==> src/design/lzwd_pkg.sv <==
// Shared constants and types for the LZSS window decoder.
// No dependencies; every module file imports this package.
package lzwd_pkg;

	localparam int WIN_AW = 12;
	localparam int FILL_W = WIN_AW + 1;
	localparam int LEN_W = 5;
	localparam int MATCH_BIAS = 2;

	localparam logic [FILL_W-1:0] WIN_DEPTH = 13'd4096;
	localparam logic [WIN_AW-1:0] WP_RESET = 12'd4078;
	localparam logic [7:0] FILL_BYTE = 8'h20;

	// Decoded token for the byte on the input channel.
	typedef struct packed {
		logic literal;
		logic match;
		logic last;
		logic [7:0] data;
		logic [WIN_AW-1:0] pos;
		logic [LEN_W-1:0] len;
	} tok_cmd_t;

	// One write port and one read port on the history window.
	typedef struct packed {
		logic we;
		logic [WIN_AW-1:0] waddr;
		logic [7:0] wdata;
		logic re;
		logic [WIN_AW-1:0] raddr;
	} ram_req_t;

endpackage

==> src/design/lzwd_copy_engine.sv <==
// Copy engine: issues window reads, holds the output stage, writes bytes back.
// Depends on lzwd_pkg; drives lzwd_window_ram through a ram_req_t.
module lzwd_copy_engine
	import lzwd_pkg::*;
(
	input  logic clk,
	input  logic arst_n,
	input  tok_cmd_t cmd,
	input  logic in_valid,
	output logic in_ready,
	output logic take,
	output logic out_valid,
	input  logic out_ready,
	output logic [7:0] plain_byte,
	output logic run_end,
	output ram_req_t ram_req,
	input  logic [7:0] ram_rdata
);

	logic out_valid_q;
	logic [LEN_W-1:0] left_q;
	logic final_q;
	logic [WIN_AW-1:0] wp_q;
	logic [FILL_W-1:0] fill_q;
	logic [WIN_AW-1:0] rd_addr_q;

	logic fwd_s1;
	logic [7:0] fwd_byte_s1;
	logic vld_s1;
	logic run_end_s1;
	logic final_s1;

	logic adv, fire, start, lit, cont, issue, load;
	logic [WIN_AW-1:0] ra;
	logic [WIN_AW-1:0] ra_off;
	logic issue_fwd, issue_vld;
	logic rewind;

	assign adv = !out_valid_q || out_ready;
	assign fire = out_valid_q && out_ready;
	assign in_ready = (left_q == '0) && adv && !(out_valid_q && final_s1);
	assign take = in_valid && in_ready;
	assign start = take && cmd.match;
	assign lit = take && cmd.literal;
	assign cont = (left_q != '0) && adv;
	assign issue = start || cont;
	assign load = issue || lit;
	assign ra = start ? cmd.pos : rd_addr_q;

	// An entry is valid once written since reset: offset from the reset pointer below fill.
	assign ra_off = ra - WP_RESET;
	assign issue_vld = {1'b0, ra_off} < fill_q;
	// Byte being written this cycle is not yet in the memory read data.
	assign issue_fwd = fire && (ra == wp_q);

	assign plain_byte = fwd_s1 ? fwd_byte_s1 : (vld_s1 ? ram_rdata : FILL_BYTE);
	assign run_end = run_end_s1;
	assign out_valid = out_valid_q;

	assign rewind = (take && cmd.last && !cmd.literal && !cmd.match) ||
		(fire && run_end_s1 && final_s1);

	always_comb begin
		ram_req.we = fire;
		ram_req.waddr = wp_q;
		ram_req.wdata = plain_byte;
		ram_req.re = issue;
		ram_req.raddr = ra;
	end

	always_ff @(posedge clk or negedge arst_n) begin
		if (!arst_n) begin
			out_valid_q <= 1'b0;
			left_q <= '0;
			final_q <= 1'b0;
			wp_q <= WP_RESET;
			fill_q <= '0;
		end else begin
			if (adv) begin
				out_valid_q <= load;
			end
			if (start) begin
				left_q <= cmd.len - LEN_W'(1);
				final_q <= cmd.last;
			end else if (cont) begin
				left_q <= left_q - LEN_W'(1);
			end
			if (rewind) begin
				wp_q <= WP_RESET;
				fill_q <= '0;
			end else if (fire) begin
				wp_q <= wp_q + WIN_AW'(1);
				if (fill_q != WIN_DEPTH) begin
					fill_q <= fill_q + FILL_W'(1);
				end
			end
		end
	end

	always_ff @(posedge clk) begin
		if (start) begin
			rd_addr_q <= cmd.pos + WIN_AW'(1);
		end else if (cont) begin
			rd_addr_q <= rd_addr_q + WIN_AW'(1);
		end
		if (adv && load) begin
			fwd_s1 <= lit || issue_fwd;
			fwd_byte_s1 <= lit ? cmd.data : plain_byte;
			vld_s1 <= issue_vld;
			run_end_s1 <= lit ? 1'b1 : (!start && (left_q == LEN_W'(1)));
			final_s1 <= lit ? cmd.last : (!start && final_q && (left_q == LEN_W'(1)));
		end
	end

	a_fill_bound: assert property (@(posedge clk) disable iff (!arst_n)
		fill_q <= WIN_DEPTH)
		else $error("window fill count above depth");

	a_copy_has_byte: assert property (@(posedge clk) disable iff (!arst_n)
		(left_q != '0) |-> out_valid_q)
		else $error("copy pending without a byte in the output stage");

	a_match_emits: assert property (@(posedge clk) disable iff (!arst_n)
		start |=> (out_valid_q && !run_end_s1))
		else $error("match start did not present its first byte");

	a_final_rewind: assert property (@(posedge clk) disable iff (!arst_n)
		(fire && run_end_s1 && final_s1) |=> (wp_q == WP_RESET && fill_q == '0))
		else $error("window state not returned to reset after final byte");

endmodule

==> config.mk <==
export PLATFORM = sky130hd
export DESIGN_NAME = lzwd_copy_engine
export DESIGN_NICKNAME = d
export VERILOG_FILES = /design/src/design/lzwd_pkg.sv /design/src/design/lzwd_copy_engine.sv
export SDC_FILE = /design/constraint.sdc
export NUM_CORES = 1
export LEC_CHECK = 0
export BUFFER_PORTS_ARGS = -buffer_cell sky130_fd_sc_hd__buf_2
export CORE_AREA = 2 2 121 99
export DETAILED_ROUTE_END_ITERATION = 10
export DIE_AREA = 0 0 123 101
export PLACE_DENSITY = 0.63
export SYNTH_ARGS = -nofsm -noshare
export SYNTH_HDL_FRONTEND = slang
export SYNTH_SLANG_ARGS = --single-unit
==> constraint.sdc <==
create_clock -name clk -period 9.3 [get_ports clk]
set_input_delay 0.465 -clock clk [delete_from_list [all_inputs] [get_ports clk]]
set_output_delay 0.465 -clock clk [all_outputs]
set_load 0.02 [all_outputs]
# --- Yosys cells after proc, flatten, opt, wreduce, memory -nomap -nowiden ---
# Index checks and enable logic that the tools add are counted.
totals:
  register_bits: 56
  inputBits: 40
  word_cells: 70
op_classes:
  add_sub_neg: 7
  magnitude_cmp: 1
  n_eq_ne: 3
  muxes: 14
  reduce_logical: 34
ops:
  columns: ["op", "count"]
  rows:
  - ["12-bit 2-to-1 mux", 5]
  - ["13-bit 2-to-1 mux", 3]
  - ["12-bit by 1-bit adder with 12-bit output, second input constant", 3]
  - ["8-bit 2-to-1 mux", 3]
  - ["1-bit logical AND", 18]
  - ["13-bit by 1-bit adder with 13-bit output, second input constant", 1]
  - ["12-bit by 13-bit less-than comparator with 1-bit output", 1]
  - ["13-bit inequality test, second input constant", 1]
  - ["12-bit equality test", 1]
  - ["12-bit subtractor, second input constant", 1]
  - ["5-bit 2-to-1 mux", 2]
  - ["5-bit by 1-bit subtractor with 5-bit output, second input constant", 2]
  - ["2-bit nonzero test", 3]
  - ["5-bit by 1-bit equality test with 1-bit output, second input constant", 1]
  - ["1-bit logical NOT", 5]
  - ["5-bit logical NOT", 1]
  - ["1-bit logical OR", 5]
  - ["5-bit nonzero test", 1]
  - ["2-bit AND reduction", 1]
  - ["1-bit 2-to-1 mux", 1]

# --- Logic depth before layout (Yosys ltp) ---
depth:
  word_depth: 11
  depth_mapped: 20
  ltp_nobuf: 17

# --- Least setup slack after synthesis ---
# Ideal clock, no wire load.
synth_timing:
  path_kind: "reg-to-reg"
  start: "register left_q[0]"
  end: "register vld_s1, data pin"
  setup_ns: 0.264
  arrival_ns: 3.398
  required_time_ns: 9.036
  path_slack_ns: 5.638
  stages_incl_launch_ff: 21
  path_buffers: 3
  cell_sequence: "dfrtp_1 > inv_1 > ha_1 > nor4b_4 > o2111ai_4 > buf_6 > buf_6 > nand2_1 > nand2_1 > ha_1 > buf_2 > nand2_1 > mux2i_1 > o21ai_0 > xnor2_1 > ha_1 > nand2_1 > o21ai_0 > nand3_1 > a311oi_1 > nor3_1"
synth_lines:
  columns: ["item", "line_no", "text"]
  rows:
  - ["start: declaration", "lzwd_copy_engine.sv:21", "logic [LEN_W-1:0] left_q;"]
  - ["start signal: assignment", "lzwd_copy_engine.sv:83", "left_q <= cmd.len - LEN_W'(1);"]
  - ["start signal: assignment", "lzwd_copy_engine.sv:86", "left_q <= left_q - LEN_W'(1);"]
  - ["end signal: assignment", "lzwd_copy_engine.sv:109", "vld_s1 <= issue_vld;"]
  - ["end: declaration", "lzwd_copy_engine.sv:29", "logic vld_s1;"]

# --- Worst setup path in the final report ---
layout_timing:
  start: "register left_q[1]"
  end: "register vld_s1, data pin"
layout_via:
  elab_chain_len: 8
layout_rtl:
  columns: ["item", "line_no", "text"]
  rows:
  - ["5-bit logical NOT", "lzwd_copy_engine.sv:41", "assign in_ready = (left_q == '0) && adv && !(out_valid_q && final_s1);"]
  - ["1-bit logical AND (2 in a row)", "lzwd_copy_engine.sv:41", null]
  - ["1-bit logical AND", "lzwd_copy_engine.sv:42", "assign take = in_valid && in_ready;"]
  - ["1-bit logical AND", "lzwd_copy_engine.sv:43", "assign start = take && cmd.match;"]
  - ["12-bit 2-to-1 mux", "lzwd_copy_engine.sv:48", "assign ra = start ? cmd.pos : rd_addr_q;"]
  - ["12-bit subtractor", "lzwd_copy_engine.sv:51", "assign ra_off = ra - WP_RESET;"]
  - ["12-bit by 13-bit less-than comparator with 1-bit output", "lzwd_copy_engine.sv:52", "assign issue_vld = {1'b0, ra_off} < fill_q;"]
  - ["named net issue_vld", "lzwd_copy_engine.sv:36", "logic issue_fwd, issue_vld;"]
# The timed path passes the listed nets, and every way through them passes these cells.
# A chain may end at the register's enable or synchronous reset.

==> metrics <==
count of input and output buffers=85; skew final=0.00601 ns; number of antenna violations at the first check in global routing=0; static leakage power=2.10 nW; Finished Core Util=41.3%; vias per std cell=5.19; share of flip-flops with an asynchronous set or reset after synthesis=57.1%; synthesized netlist net count=488; setup fix buffers added after clock tree synthesis=0; sequential element share of the synthesized area=37.8%; startpoint types=flop; final hold slack=0.225 ns; Top cell by count, worst path=sky130_fd_sc_hd__nand2_1; # resized after CTS=0; fmax=263 MHz; met2 wire length=4.79 mm; CP Data Required Time=9.35 ns; number of enable flip-flop cells after synthesis=24; antenna fix cells=0; width of the chip=123 um; CTS H-tree lvls=2; Row Count=35; cell family contributing the most delay on the critical path=simple AND/OR/NAND/NOR gates; total negative slack for setup checks=0 ns; number of max-slew violations in the final report=0; Met3 Wirelength=582 um; FF-to-FF path depth=17; buffers from clock root to sink, at most=2; grt total ovfl=0; total of endpoints with negative setup slack in the final report=0; critical path class=reg2reg; crit-path max cell delay=0.40 ns; slew at the pin closest to its max-slew limit=1.00 ns; synthesized cell area=4060 um2; CTS tree=done; uppermost layer routed=met4; CORE AREA=11300 um2; Worst path slowest cell=sky130_fd_sc_hd__dfrtp_1; warning count from the yosys run=0; TritonCTS buffer count=5; share of layout cells above drive strength 1=24.8%; worst path bufs/invs=1; setup repair after global routing missed its margin=no; WP data arrival=3.85 ns; cell-by-cell listing of the critical path=inv_1 > ha_1 > nor4b_4 > o211a_1 > nand2_1 > nand2_1 > ha_1 > nand2_1 > mux2i_1 > o21ai_0 > xnor2_1 > ha_1 > nand2_1 > o21ai_0 > nand3_1 > a311oi_1 > nor3_1; clock slew at reported path FFs=0.07 ns; Starting Density=35.9%; Routed Antenna Nets=0; total of max-cap violations=0; detail-routed net length per standard cell=16.0 um; M1 WL=4.81 mm; Power Dens Cells=348 nW/um2; count of different cell masters after synthesis=46; Finished Cell Area=4660 um2; die area=12400 um2; HPWL after DPL=7.97 mm; final critical-path share of the clock period=40.9%; number of placed instances with taps included=635; largest fanout on the critical path=8; Final GP Congestion=0.893; maximum number of pins on one net before global-route repair=33; worst supply voltage drop on vdd=127 uV; iteration count of the initial detailed-routing pass=5; HP Class=in2async; final hold viol count=0; cell count after synthesis=428; residual DRC count=0; number of buffers added to fix hold violations after cts=0; FF+latch count, synth=56; number of cells on the critical path=17; wirelength, routed=10.3 mm; vertical die dimension=101 um; total I/O pin count=86; result of the run=finished, final reports clean; TritonCTS Sinks=56; standard cell area after detailed placement=4510 um2; DR vias=3338; relative slew slack=33.2%; global-route wire length before repair=16.7 mm; via count of the first global-routing pass=3272; Area growth syn-to-layout=14.9%; minimum period implied by the final worst setup slack=3.81 ns; Finished Layout Cells=643; critical path endpoint category=flop; all-layer global routing usage=17.2%; predominant post-synthesis flop cell=sky130_fd_sc_hd__edfxtp_1; Starting DRT DRC Count=261; Reg2Reg Setup Slack=5.49 ns; Synth Area per Inst=9.47 um2; CTS root buf=sky130_fd_sc_hd__clkbuf_16; source-to-sink clock delay at the later pin of the worst-skew pair=0.30 ns; net count reported at finish=554
==> Yosys cell counts, types with 2 or more instances <==
master / instances / share of area, %
sky130_fd_sc_hd__mux2_4: 2 / 0.74
sky130_fd_sc_hd__nand3_1: 17 / 2.1
sky130_fd_sc_hd__buf_6: 2 / 0.56
sky130_fd_sc_hd__a21o_1: 3 / 0.56
sky130_fd_sc_hd__nor3_1: 7 / 0.86
sky130_fd_sc_hd__o21ai_0: 8 / 0.99
sky130_fd_sc_hd__mux2i_1: 13 / 3.2
sky130_fd_sc_hd__nor2_1: 32 / 3.0
sky130_fd_sc_hd__a22o_1: 6 / 1.3
sky130_fd_sc_hd__mux2i_2: 3 / 1.0
sky130_fd_sc_hd__and2_1: 4 / 0.62
sky130_fd_sc_hd__inv_1: 32 / 3.0
sky130_fd_sc_hd__buf_4: 10 / 1.9
sky130_fd_sc_hd__nor4_1: 5 / 0.77
sky130_fd_sc_hd__xnor2_1: 56 / 12
sky130_fd_sc_hd__a21oi_1: 11 / 1.4
sky130_fd_sc_hd__nand4_1: 17 / 2.6
sky130_fd_sc_hd__nand2b_1: 3 / 0.46
sky130_fd_sc_hd__ha_1: 20 / 6.2
sky130_fd_sc_hd__dfstp_2: 10 / 6.5
sky130_fd_sc_hd__clkbuf_1: 11 / 1.0
sky130_fd_sc_hd__nor2b_1: 4 / 0.62
sky130_fd_sc_hd__o211ai_1: 2 / 0.37
sky130_fd_sc_hd__edfxtp_1: 24 / 18
sky130_fd_sc_hd__o21a_1: 2 / 0.37
sky130_fd_sc_hd__buf_2: 4 / 0.49
sky130_fd_sc_hd__nand2_1: 52 / 4.8
sky130_fd_sc_hd__mux2_2: 11 / 3.1
sky130_fd_sc_hd__dfrtp_1: 22 / 14
sky130_fd_sc_hd__nor4b_1: 2 / 0.43
sky130_fd_sc_hd__xor2_1: 10 / 2.2
sky130_fd_sc_hd__and3_1: 9 / 1.4
==> where the power goes <==
| group | switching (W) | internal, W | total, W | leakage, nW |
|---|---|---|---|---|
| combinational | 0.000501 | 0.000363 | 0.000864 | 1.40 |
| sequential | 0.000147 | 0.000416 | 0.000563 | 0.623 |
| clock | 0.0000886 | 0.000108 | 0.000197 | 0.0712 |
| total | 0.000737 | 0.000887 | 0.00162 | 2.10 |
==> final timing paths <==
| kind | from | endpoint |
|---|---|---|
| worst min register to register | final_q | final_q |
| worst min-delay path | arst_n | wp_q[0] |
| worst max-delay path | left_q[1] | vld_s1 |
| max in group asynchronous | arst_n | fill_q[12] |
| min in group clk | cmd[21] | fwd_byte_s1[4] |
| worst max register to register | left_q[1] | vld_s1 |
==> per-stage QoR <==
| step | total power, W | setup WS [ns] |
|---|---|---|
| floorplan | 0.00120 | 5.64 |
| global placement | 0.00141 | 5.76 |
| detailed placement | 0.00143 | 5.53 |
| CTS | 0.00164 | 5.50 |
| global route | 0.00176 | 5.13 |
| finish | 0.00162 | 5.49 |
==> registers in the layout, indices dropped and copies added, names as in the netlist, 5 cells and up <==
name / count
wp_q: 12
fill_q: 13
left_q: 5
fwd_byte_s1: 8
rd_addr_q: 12
==> kinds of logic after synthesis <==
logic type / count (synthesis) / share of synthesized area, %
simple gates: 155 / 18.7
xor+xnor: 66 / 14.3
buf+inv: 59 / 6.88
flops: 56 / 37.8
compound gates: 42 / 7.59
mux: 30 / 8.58
fa+ha+maj: 20 / 6.17
==> cell usage in the layout, fill, tap and decap left out, drive strengths merged, types with 2 or more instances in the layout <==
master and n:
edfxtp 24, nor2b 4, and2 4, nand3 17, nand2 52, mux2 13, a22o 6, inv 32
nand4 17, dfstp 10, clkbuf 8, o21a 2, o211ai 2, nor4b 3, xor2 10, nor4 5
a21oi 11, dfrtp 22, nor3 7, ha 20, a21o 3, and3 9, mux2i 17, nand2b 3
o21ai 8, nor2 32, xnor2 56, buf 86
==> metal layers <==
metal  vias to the layer above  track usage, %
li1                       1593               -
met1                      1642            24.1
met2                        93            27.7
met3                        10            3.00
met4                         0            4.11
met5                         -               0
==> layout make-up <==
cell class                 instances  area, um2
clock buffer                       8        146
fill                            1148       6640
inverter                          32        120
multi-input combinational        313       2240
sequential                        56       1530
tap                              148        185
timing repair buffer              86        433
Power figures use the tool's default switching activity.
