## config.mk

```make
export PLATFORM = sky130hd
export DESIGN_NAME = lzwd_token_parser
export DESIGN_NICKNAME = d
export VERILOG_FILES = /design/src/design/lzwd_pkg.sv /design/src/design/lzwd_token_parser.sv
export SDC_FILE = /design/constraint.sdc
export NUM_CORES = 1
export LEC_CHECK = 0
export BUFFER_PORTS_ARGS = -buffer_cell sky130_fd_sc_hd__buf_2
export CORE_MARGIN = 2
export CORE_UTILIZATION = 45
export DETAILED_ROUTE_END_ITERATION = 12
export GPL_TIMING_DRIVEN = 0
export PLACE_DENSITY = 0.74
export SLEW_MARGIN = 10
export SYNTH_ARGS = -nofsm -noshare
export SYNTH_HDL_FRONTEND = slang
export SYNTH_SLANG_ARGS = --single-unit
```

## constraint.sdc

```tcl
create_clock -name clk -period 2.5 [get_ports clk]
set_input_delay 0.5 -clock clk [delete_from_list [all_inputs] [get_ports clk]]
set_output_delay 0.5 -clock clk [all_outputs]
set_load 0.05 [all_outputs]
```

## src/design/lzwd_pkg.sv

```systemverilog
// Shared constants and types for the LZSS window decoder.
// No dependencies; every module file imports this package.
package lzwd_pkg;

	localparam int WIN_AW = 12;
	localparam int FILL_W = WIN_AW + 1;
	localparam int LEN_W = 5;
	localparam int MATCH_BIAS = 2;

	localparam logic [FILL_W-1:0] WIN_DEPTH = 13'd4096;
	localparam logic [WIN_AW-1:0] WP_RESET = 12'd4078;
	localparam logic [7:0] FILL_BYTE = 8'h20;

	// Decoded token for the byte on the input channel.
	typedef struct packed {
		logic literal;
		logic match;
		logic last;
		logic [7:0] data;
		logic [WIN_AW-1:0] pos;
		logic [LEN_W-1:0] len;
	} tok_cmd_t;

	// One write port and one read port on the history window.
	typedef struct packed {
		logic we;
		logic [WIN_AW-1:0] waddr;
		logic [7:0] wdata;
		logic re;
		logic [WIN_AW-1:0] raddr;
	} ram_req_t;

endpackage

```

## src/design/lzwd_token_parser.sv

```systemverilog
// Flag byte and token state of the LZSS stream; classifies each input byte.
// Depends on lzwd_pkg.
module lzwd_token_parser
	import lzwd_pkg::*;
(
	input  logic clk,
	input  logic arst_n,
	input  logic [7:0] code_byte,
	input  logic final_byte,
	input  logic take,
	output tok_cmd_t cmd
);

	logic [7:0] flags_q;
	logic [3:0] tleft_q;
	logic phase_q;
	logic [7:0] poslow_q;

	always_comb begin
		cmd.literal = (tleft_q != 4'd0) && flags_q[0];
		cmd.match = (tleft_q != 4'd0) && !flags_q[0] && phase_q;
		cmd.last = final_byte;
		cmd.data = code_byte;
		cmd.pos = {code_byte[7:4], poslow_q};
		cmd.len = LEN_W'(code_byte[3:0]) + LEN_W'(MATCH_BIAS + 1);
	end

	always_ff @(posedge clk or negedge arst_n) begin
		if (!arst_n) begin
			flags_q <= '0;
			tleft_q <= '0;
			phase_q <= 1'b0;
			poslow_q <= '0;
		end else if (take) begin
			if (final_byte) begin
				flags_q <= '0;
				tleft_q <= '0;
				phase_q <= 1'b0;
				poslow_q <= '0;
			end else if (tleft_q == 4'd0) begin
				flags_q <= code_byte;
				tleft_q <= 4'd8;
				phase_q <= 1'b0;
			end else if (flags_q[0] || phase_q) begin
				// literal or second match byte: token done
				flags_q <= {1'b0, flags_q[7:1]};
				tleft_q <= tleft_q - 4'd1;
				phase_q <= 1'b0;
			end else begin
				poslow_q <= code_byte;
				phase_q <= 1'b1;
			end
		end
	end

endmodule

```

# After elaboration in Yosys (flattened, before gate mapping)
# Cells that the tools add are included.
dict set report classes {
  n_addsub 2
  eq_ne 2
  muxes 12
  n_reduce_logical 10
}
# op count
set op_table {}
lappend op_table {{two-way mux 8 bit} 6}
lappend op_table {{two-way mux 4 bit} 3}
lappend op_table {{adder 4 x 2 -> 5 bit (second input constant)} 1}
lappend op_table {{zero test 4 bit} 1}
lappend op_table {{inequality test 2 bit (second input constant)} 2}
lappend op_table {{nonzero test 4 bit} 1}
lappend op_table {{subtractor 4 x 1 -> 4 bit (second input constant)} 1}
lappend op_table {{logical AND 1 bit} 3}
lappend op_table {{two-way mux 1 bit} 3}
lappend op_table {{AND reduction 3 bit} 1}
lappend op_table {{nonzero test 3 bit} 1}
lappend op_table {{AND reduction 2 bit} 1}
lappend op_table {{zero test 1 bit} 1}
lappend op_table {{logical OR 1 bit} 1}
dict set report word_totals {
  reg_bits 21
  in_bits 12
  out_inout_bits 28
  word_cells 30
}

# Depth between registers and ports, before layout
# Gate-level depths: netlist (run 1).
dict set report depth {
  word_depth 4
  mapped_depth 6
  mapped_depth_nobuf 5
}

# Worst setup path before layout (run 1)
# OpenSTA, ideal clock, no wires.
dict set report synth_timing {
  path_kind {reg-to-output}
  start {register tleft_q[0]}
  end {output cmd[26] (netlist bit)}
  arrival_time_ns 1.931
  required_time_ns 2.000
  setup_slack_ns 0.069
  path_stages_with_launch 5
  path_buffers 0
  cell_sequence {dfrtp_1 > inv_1 > ha_1 > nor3b_4 > nor3_1}
}
# item line
set synth_lines {}
lappend synth_lines {{start, declared} lzwd_token_parser.sv:15} ;# logic [3:0] tleft_q;
lappend synth_lines {{start signal, assigned} lzwd_token_parser.sv:47} ;# tleft_q <= tleft_q - 4'd1;
lappend synth_lines {{end, declared} lzwd_token_parser.sv:11} ;# output tok_cmd_t cmd

==> results.json, run 1 <==
{
  "yosys.area_share.adder_pct": 2.73,
  "min_period_over_period_pct": 92.3,
  "std_cell_rows": 20,
  "diodes": 0,
  "synthXorXnorAreaFrac_pct": 1.28,
  "syn_nets": 153,
  "max_stage_delay_ns": 0.42,
  "power_leakage_nw": 0.786,
  "min_path_type": "in -> async",
  "postCtsSetupRepairBufs": 0,
  "power.density_nw_per_um2": 1230,
  "die_w_microns": 59.2,
  "synthesis.instances": 138,
  "grt_first_pass_wirelength_mm": 5.58,
  "nets": 197,
  "clockBufferDepth": 2,
  "synth_simple_gate_area_share_pct": 18.1,
  "insertion_delay_ns": 0.31,
  "drv_cap": 0,
  "io_pins": 40,
  "syn_area_sq_um": 1370,
  "wl_per_cell_microns": 15.6,
  "gr-total-overflow": 0,
  "ant_nets": 0,
  "crit_fanout": 8,
  "fin_hold_ws_ns": 0.122,
  "peakVddDrop_mv": 0.582,
  "drive_gt1_share_pct": 40.3,
  "core_region_area_sq_um": 2980,
  "cts_tree": "yes",
  "holdBufCountCts": 0,
  "ys_seq_elements": 21,
  "drv_slew": 0,
  "cp-end-kind": "output port",
  "nFillCells": 279,
  "critPathKind": "reg -> out",
  "fp.dieH_microns": 59.2,
  "root_buffer": "clkbuf_4",
  "drc_errors": 0,
  "ys_types": 31,
  "hold_viol": 0,
  "portBuffers": 37,
  "rsz0062_at_grt": "false",
  "synthTopCellsByArea": "dfrtp_1 38%, buf_4 7.1%, and4bb_2 4.6%, nand2b_1 4.6%, mux2_4 4.4%",
  "viasPerCell": 5.65,
  "setup_tns_ns": 0,
  "layout_common_cells": "39 x buf_2, 21 x dfrtp_1, 15 x nand2_1, 15 x buf_4, 10 x nand2b_1",
  "skew_ns": 0.0115,
  "synth.area.mux_share_pct": 5.20,
  "setup_violations": 0,
  "cts_sinks": 21,
  "hpwl_mm": 2.47,
  "crit_slowest_cell": "dfrtp_1",
  "yosys.area.top_type": "dfrtp_1",
  "stdcell_count": 214,
  "placed_cells": 208,
  "yosysSeqAreaShare_pct": 38.3,
  "worst_slew_pin_slew_ns": 0.564,
  "drt-pass1-iter-count": 4,
  "areaGrowthSynthToFinish_pct": 19.6,
  "gp_congestion": 0.790,
  "total_power_mw": 2.02,
  "crit_path_cell_trace": "inv_1 -> ha_1 -> nor3b_4 -> nor2_1 -> buf_2",
  "vias": 1209,
  "yosys_warnings": 0,
  "required_ns": 2.00,
  "avgSynthCellArea_sq_um": 9.95,
  "grt_pass1_vias": 1196,
  "antenna_found_initial": 0,
  "grtUsageTotal_pct": 20.8,
  "clk_pin_slew_ns": 0.13,
  "grt_max_degree": 22,
  "start_util_pct": 46.1,
  "final_common_cell": "buf_2",
  "slew_headroom_pct": 62.3,
  "cts-buffers-inserted": 3,
  "cts-resized-gates": 0,
  "period_minus_slack_ns": 2.31,
  "drt_iter0_drc": 53,
  "fmax_ghz": 0.433,
  "synth_top_family_by_area": "compound AO/OA/AOI/OAI gates",
  "status": "complete, no violations",
  "synth_top_area_share_pct": 38.3,
  "start_kind": "flip-flop",
  "wl_mm": 3.33,
  "synth-compound-area-share_pct": 21.1,
  "htree_num_levels": 1,
  "cp.arrival_ns": 1.81,
  "reg2reg_from": "tleft_q[0]$_DFFE_PN0P_",
  "die_area_sq_um": 3510,
  "startpoint": "tleft_q[0]$_DFFE_PN0P_"
}
## routing by layer
layer  GRT usage (%)  vias up  routed length [microns]
li1                -      575                        -
met1            27.5      583                     1470
met2            33.8       47                     1670
met3            4.80        4                      173
met4            5.84        0                       15
met5               0        -                        0
## worst paths after layout
kind | end | slack, ns | depth (start not counted)
max | cmd[27] | 0.19 | 5
min in group clk | flags_q[2]$_DFFE_PN0P_ | 0.50 | 1
max in group asynchronous | phase_q$_DFFE_PN0P_ | 2.03 | 1
min reg2reg | flags_q[2]$_DFFE_PN0P_ | 0.50 | 1
max reg2reg | tleft_q[1]$_DFFE_PN0P_ | 0.41 | 6
min | poslow_q[3]$_DFFE_PN0P_ | 0.12 | 1
## cells by family after synthesis
logic type      after synthesis
simple gates                 41
compound gates               37
buf+inv                      29
flops                        21
mux                           5
fa+ha+maj                     3
xor+xnor                      2
## critical path: cells and delay by family, from the launching register on
family                   cells  cell delay, ns
flip-flops                   1            0.42
adder cells (fa/ha/maj)      1            0.32
AND/OR/NAND/NOR              2            0.41
buffers and inverters        2            0.35
## sequential cells by signal, summed over array words and instances (netlist names)
signal / cells
flags_q: 8
phase_q: 1
poslow_q: 8
tleft_q: 4
## layout make-up
cell class / count / area (sq um) / share of cell area, %
Inverter: 9 / 33.8 / 2.06
Sequential cell: 21 / 526 / 32.0
Timing Repair Buffer: 39 / 200 / 12.2
Clock buffer: 3 / 22.5 / 1.37
Buffer: 20 / 149 / 9.07
Tap cell: 33 / 41.3 / 2.52
Clock inverter: 1 / 5.00 / 0.305
Multi-Input combinational cell: 88 / 664 / 40.5
## synthesized netlist by cell type
cell type,n
xnor2_1,2
o32ai_1,1
o221ai_1,6
nor3_1,2
or2_0,1
mux2_2,1
o22ai_1,3
or3b_1,1
o21ai_0,6
ha_1,3
nand3_1,1
clkbuf_1,2
o31ai_4,1
a21boi_0,2
o31a_1,1
a31oi_1,5
dfrtp_1,21
nor2_1,5
o211ai_1,2
nor3b_4,1
and4bb_2,5
buf_4,13
buf_6,3
inv_1,9
buf_2,2
nand2_1,15
o2bb2ai_1,6
mux2_4,4
nand2b_1,10
o41ai_1,2
o311ai_0,2
## stage by stage
step / utilization (%) / worst slack [ns] / cell area, sq um
2_1_floorplan: - / 0.0689 / 1370
3_3_place_gp: 53.7 / 0.470 / 1600
3_5_place_dp: 53.7 / 0.413 / 1600
4_1_cts: 54.6 / 0.0631 / 1630
5_1_grt: 55.1 / 0.0864 / 1640
6_report: 55.1 / 0.192 / 1640
## report_power, final
part           total [mW]  switching (mW)  internal (mW)  leakage, nW
registers           0.588           0.117          0.471        0.279
logic                1.26           0.756          0.506        0.489
clock network       0.171           0.111         0.0598       0.0177
total                2.02           0.984           1.04        0.786
(Power assumes the default switching activity.)
==> run 2: changes to the inputs <==
--- a/config.mk
+++ b/config.mk
@@ -6,11 +6,12 @@
 export NUM_CORES = 1
 export LEC_CHECK = 0
 export BUFFER_PORTS_ARGS = -buffer_cell sky130_fd_sc_hd__buf_2
+export CORE_ASPECT_RATIO = 1.75
 export CORE_MARGIN = 2
 export CORE_UTILIZATION = 45
 export DETAILED_ROUTE_END_ITERATION = 12
 export GPL_TIMING_DRIVEN = 0
-export PLACE_DENSITY = 0.74
+export PLACE_DENSITY = 0.81
 export SLEW_MARGIN = 10
 export SYNTH_ARGS = -nofsm -noshare
 export SYNTH_HDL_FRONTEND = slang
==> results.json, run 2 (synthesized netlist as in run 1, its figures left out) <==
{
  "cts-buffers-inserted": 3,
  "antenna_found_initial": 0,
  "cts_tree": "yes",
  "drive_gt1_share_pct": 40.7,
  "skew_ns": 0.00310,
  "grt_use_met2_pct": 38.5,
  "reg2reg_from": "tleft_q[0]$_DFFE_PN0P_",
  "htree_num_levels": 1,
  "grt_util_met3_pct": 3.29,
  "wl_per_cell_microns": 16.9,
  "wl_mm": 3.55,
  "cts_sinks": 21,
  "peakVddDrop_mv": 0.642,
  "crit_fanout": 8,
  "insertion_delay_ns": 0.26,
  "cp-end-kind": "output port",
  "hpwl_mm": 2.67,
  "clockBufferDepth": 2,
  "root_buffer": "clkbuf_8",
  "portBuffers": 37,
  "r2r-end": "tleft_q[1]$_DFFE_PN0P_",
  "drv_slew": 0,
  "grt_pass1_vias": 1248,
  "hold_viol": 0,
  "areaGrowthSynthToFinish_pct": 21.1,
  "pwr-share-seq_pct": 28.1,
  "status": "complete, no violations",
  "power_frac_comb_pct": 61.0,
  "core_region_area_sq_um": 2930,
  "fp.dieH_microns": 77.1,
  "drt_iter0_drc": 41,
  "min_period_over_period_pct": 93.3,
  "start_kind": "flip-flop",
  "use_met1_pct": 22.7,
  "slew_headroom_pct": 65.5,
  "top_usage_layer": "met2",
  "diodes": 0,
  "min_path_type": "in -> async",
  "nFillCells": 257,
  "setup_violations": 0,
  "critPathKind": "reg -> out",
  "internal_power_mw": 1.11,
  "final_core_util_pct": 56.8,
  "drv_cap": 0,
  "die_w_microns": 45.8,
  "nets": 198,
  "ant_nets": 0,
  "holdBufCountCts": 0,
  "start_util_pct": 46.9,
  "required_ns": 2.00,
  "worst_slew_pin_slew_ns": 0.516,
  "power_switching_mw": 1.01,
  "gp_congestion": 0.813,
  "reg2regPathDepth": 7,
  "drc_errors": 0,
  "gr-total-overflow": 0,
  "viasPerCell": 5.87,
  "layout_common_cells": "39 x buf_2, 21 x dfrtp_1, 16 x buf_4",
  "clk_pin_slew_ns": 0.08,
  "power_leakage_nw": 0.799,
  "cp.arrival_ns": 1.83,
  "fmax_ghz": 0.429,
  "grtUsageTotal_pct": 21.2,
  "std_cell_rows": 26,
  "io_pins": 40,
  "setup_tns_ns": 0,
  "clkPwrFrac_pct": 10.8,
  "fin_hold_ws_ns": 0.185,
  "rsz0062_at_grt": "false",
  "drt-pass1-iter-count": 4,
  "grt_max_degree": 22,
  "power.density_nw_per_um2": 1270,
  "vias": 1232,
  "period_minus_slack_ns": 2.33,
  "final_common_cell": "buf_2",
  "regToRegSetupSlack_ns": 0.31,
  "largestRegisters": "flags_q: 8 flops, poslow_q: 8 flops, tleft_q: 4 flops",
  "switching_share_pct": 47.7,
  "grt_first_pass_wirelength_mm": 5.64,
  "die_area_sq_um": 3530
}
run 2: worst max-delay path by stage:
stage                           start  endpoint  slack, ns  depth (start not counted)
6_report       tleft_q[0]$_DFFE_PN0P_   cmd[26]       0.17                          6
5_1_grt        tleft_q[0]$_DFFE_PN0P_   cmd[26]       0.05                          6
4_1_cts        tleft_q[0]$_DFFE_PN0P_   cmd[26]       0.14                          5
3_5_place_dp   tleft_q[0]$_DFFE_PN0P_   cmd[26]       0.44                          5
3_3_place_gp   tleft_q[0]$_DFFE_PN0P_   cmd[26]       0.47                          5
2_1_floorplan  tleft_q[0]$_DFFE_PN0P_   cmd[26]       0.07                          4
run 2: power by group through the flow:
stage	Sequential [mW]	Clock, mW	Combinational, mW
after floorplan	0.705	0	0.820
after global placement	0.582	0	1.16
after detailed placement	0.594	0	1.20
after CTS	0.588	0.225	1.21
after global routing	0.607	0.242	1.39
final	0.594	0.229	1.29
run 2: layout make-up:
cell class              instances  area, sq um  area share, %
well taps                      28         35.0           2.11
plain buffers                  20          149           8.96
clock inverters                 1         5.00          0.301
repair buffers                 40          208           12.5
flip-flops and latches         21          526           31.6
clock buffers                   3         41.3           2.48
multi-input cells              88          664           40.0
inverters                       9         33.8           2.03
run 2: through the flow:
| stage | cells | setup WS, ns | total power [mW] | area [sq um] |
|---|---|---|---|---|
| 2_1_floorplan | 138 | 0.0689 | 1.52 | 1370 |
| 3_3_place_gp | 203 | 0.474 | 1.74 | 1590 |
| 3_5_place_dp | 203 | 0.435 | 1.79 | 1590 |
| 4_1_cts | 207 | 0.143 | 2.02 | 1640 |
| 5_1_grt | 210 | 0.0534 | 2.24 | 1660 |
| 6_report | 210 | 0.168 | 2.11 | 1660 |
run 2: layer usage:
layer	wire (microns)	vias up	part of all wire, %
li1	-	574	-
met5	0	-	0
met3	141	10	4.0
met1	1250	602	35
met4	89	0	2.5
met2	2070	46	58
run 2: timing repair:
action	CTS	global route
endpoints found under the hold margin	0	0
setup endpoints to repair	0	1
buffers inserted	0	3
resized for setup	0	0
run 2: critical path: stages, from the launching register on:
cell     delay (ns)
dfrtp_1        0.40
inv_1          0.10
ha_1           0.30
nor3b_4        0.19
buf_4          0.16
nor3_1         0.13
buf_2          0.29
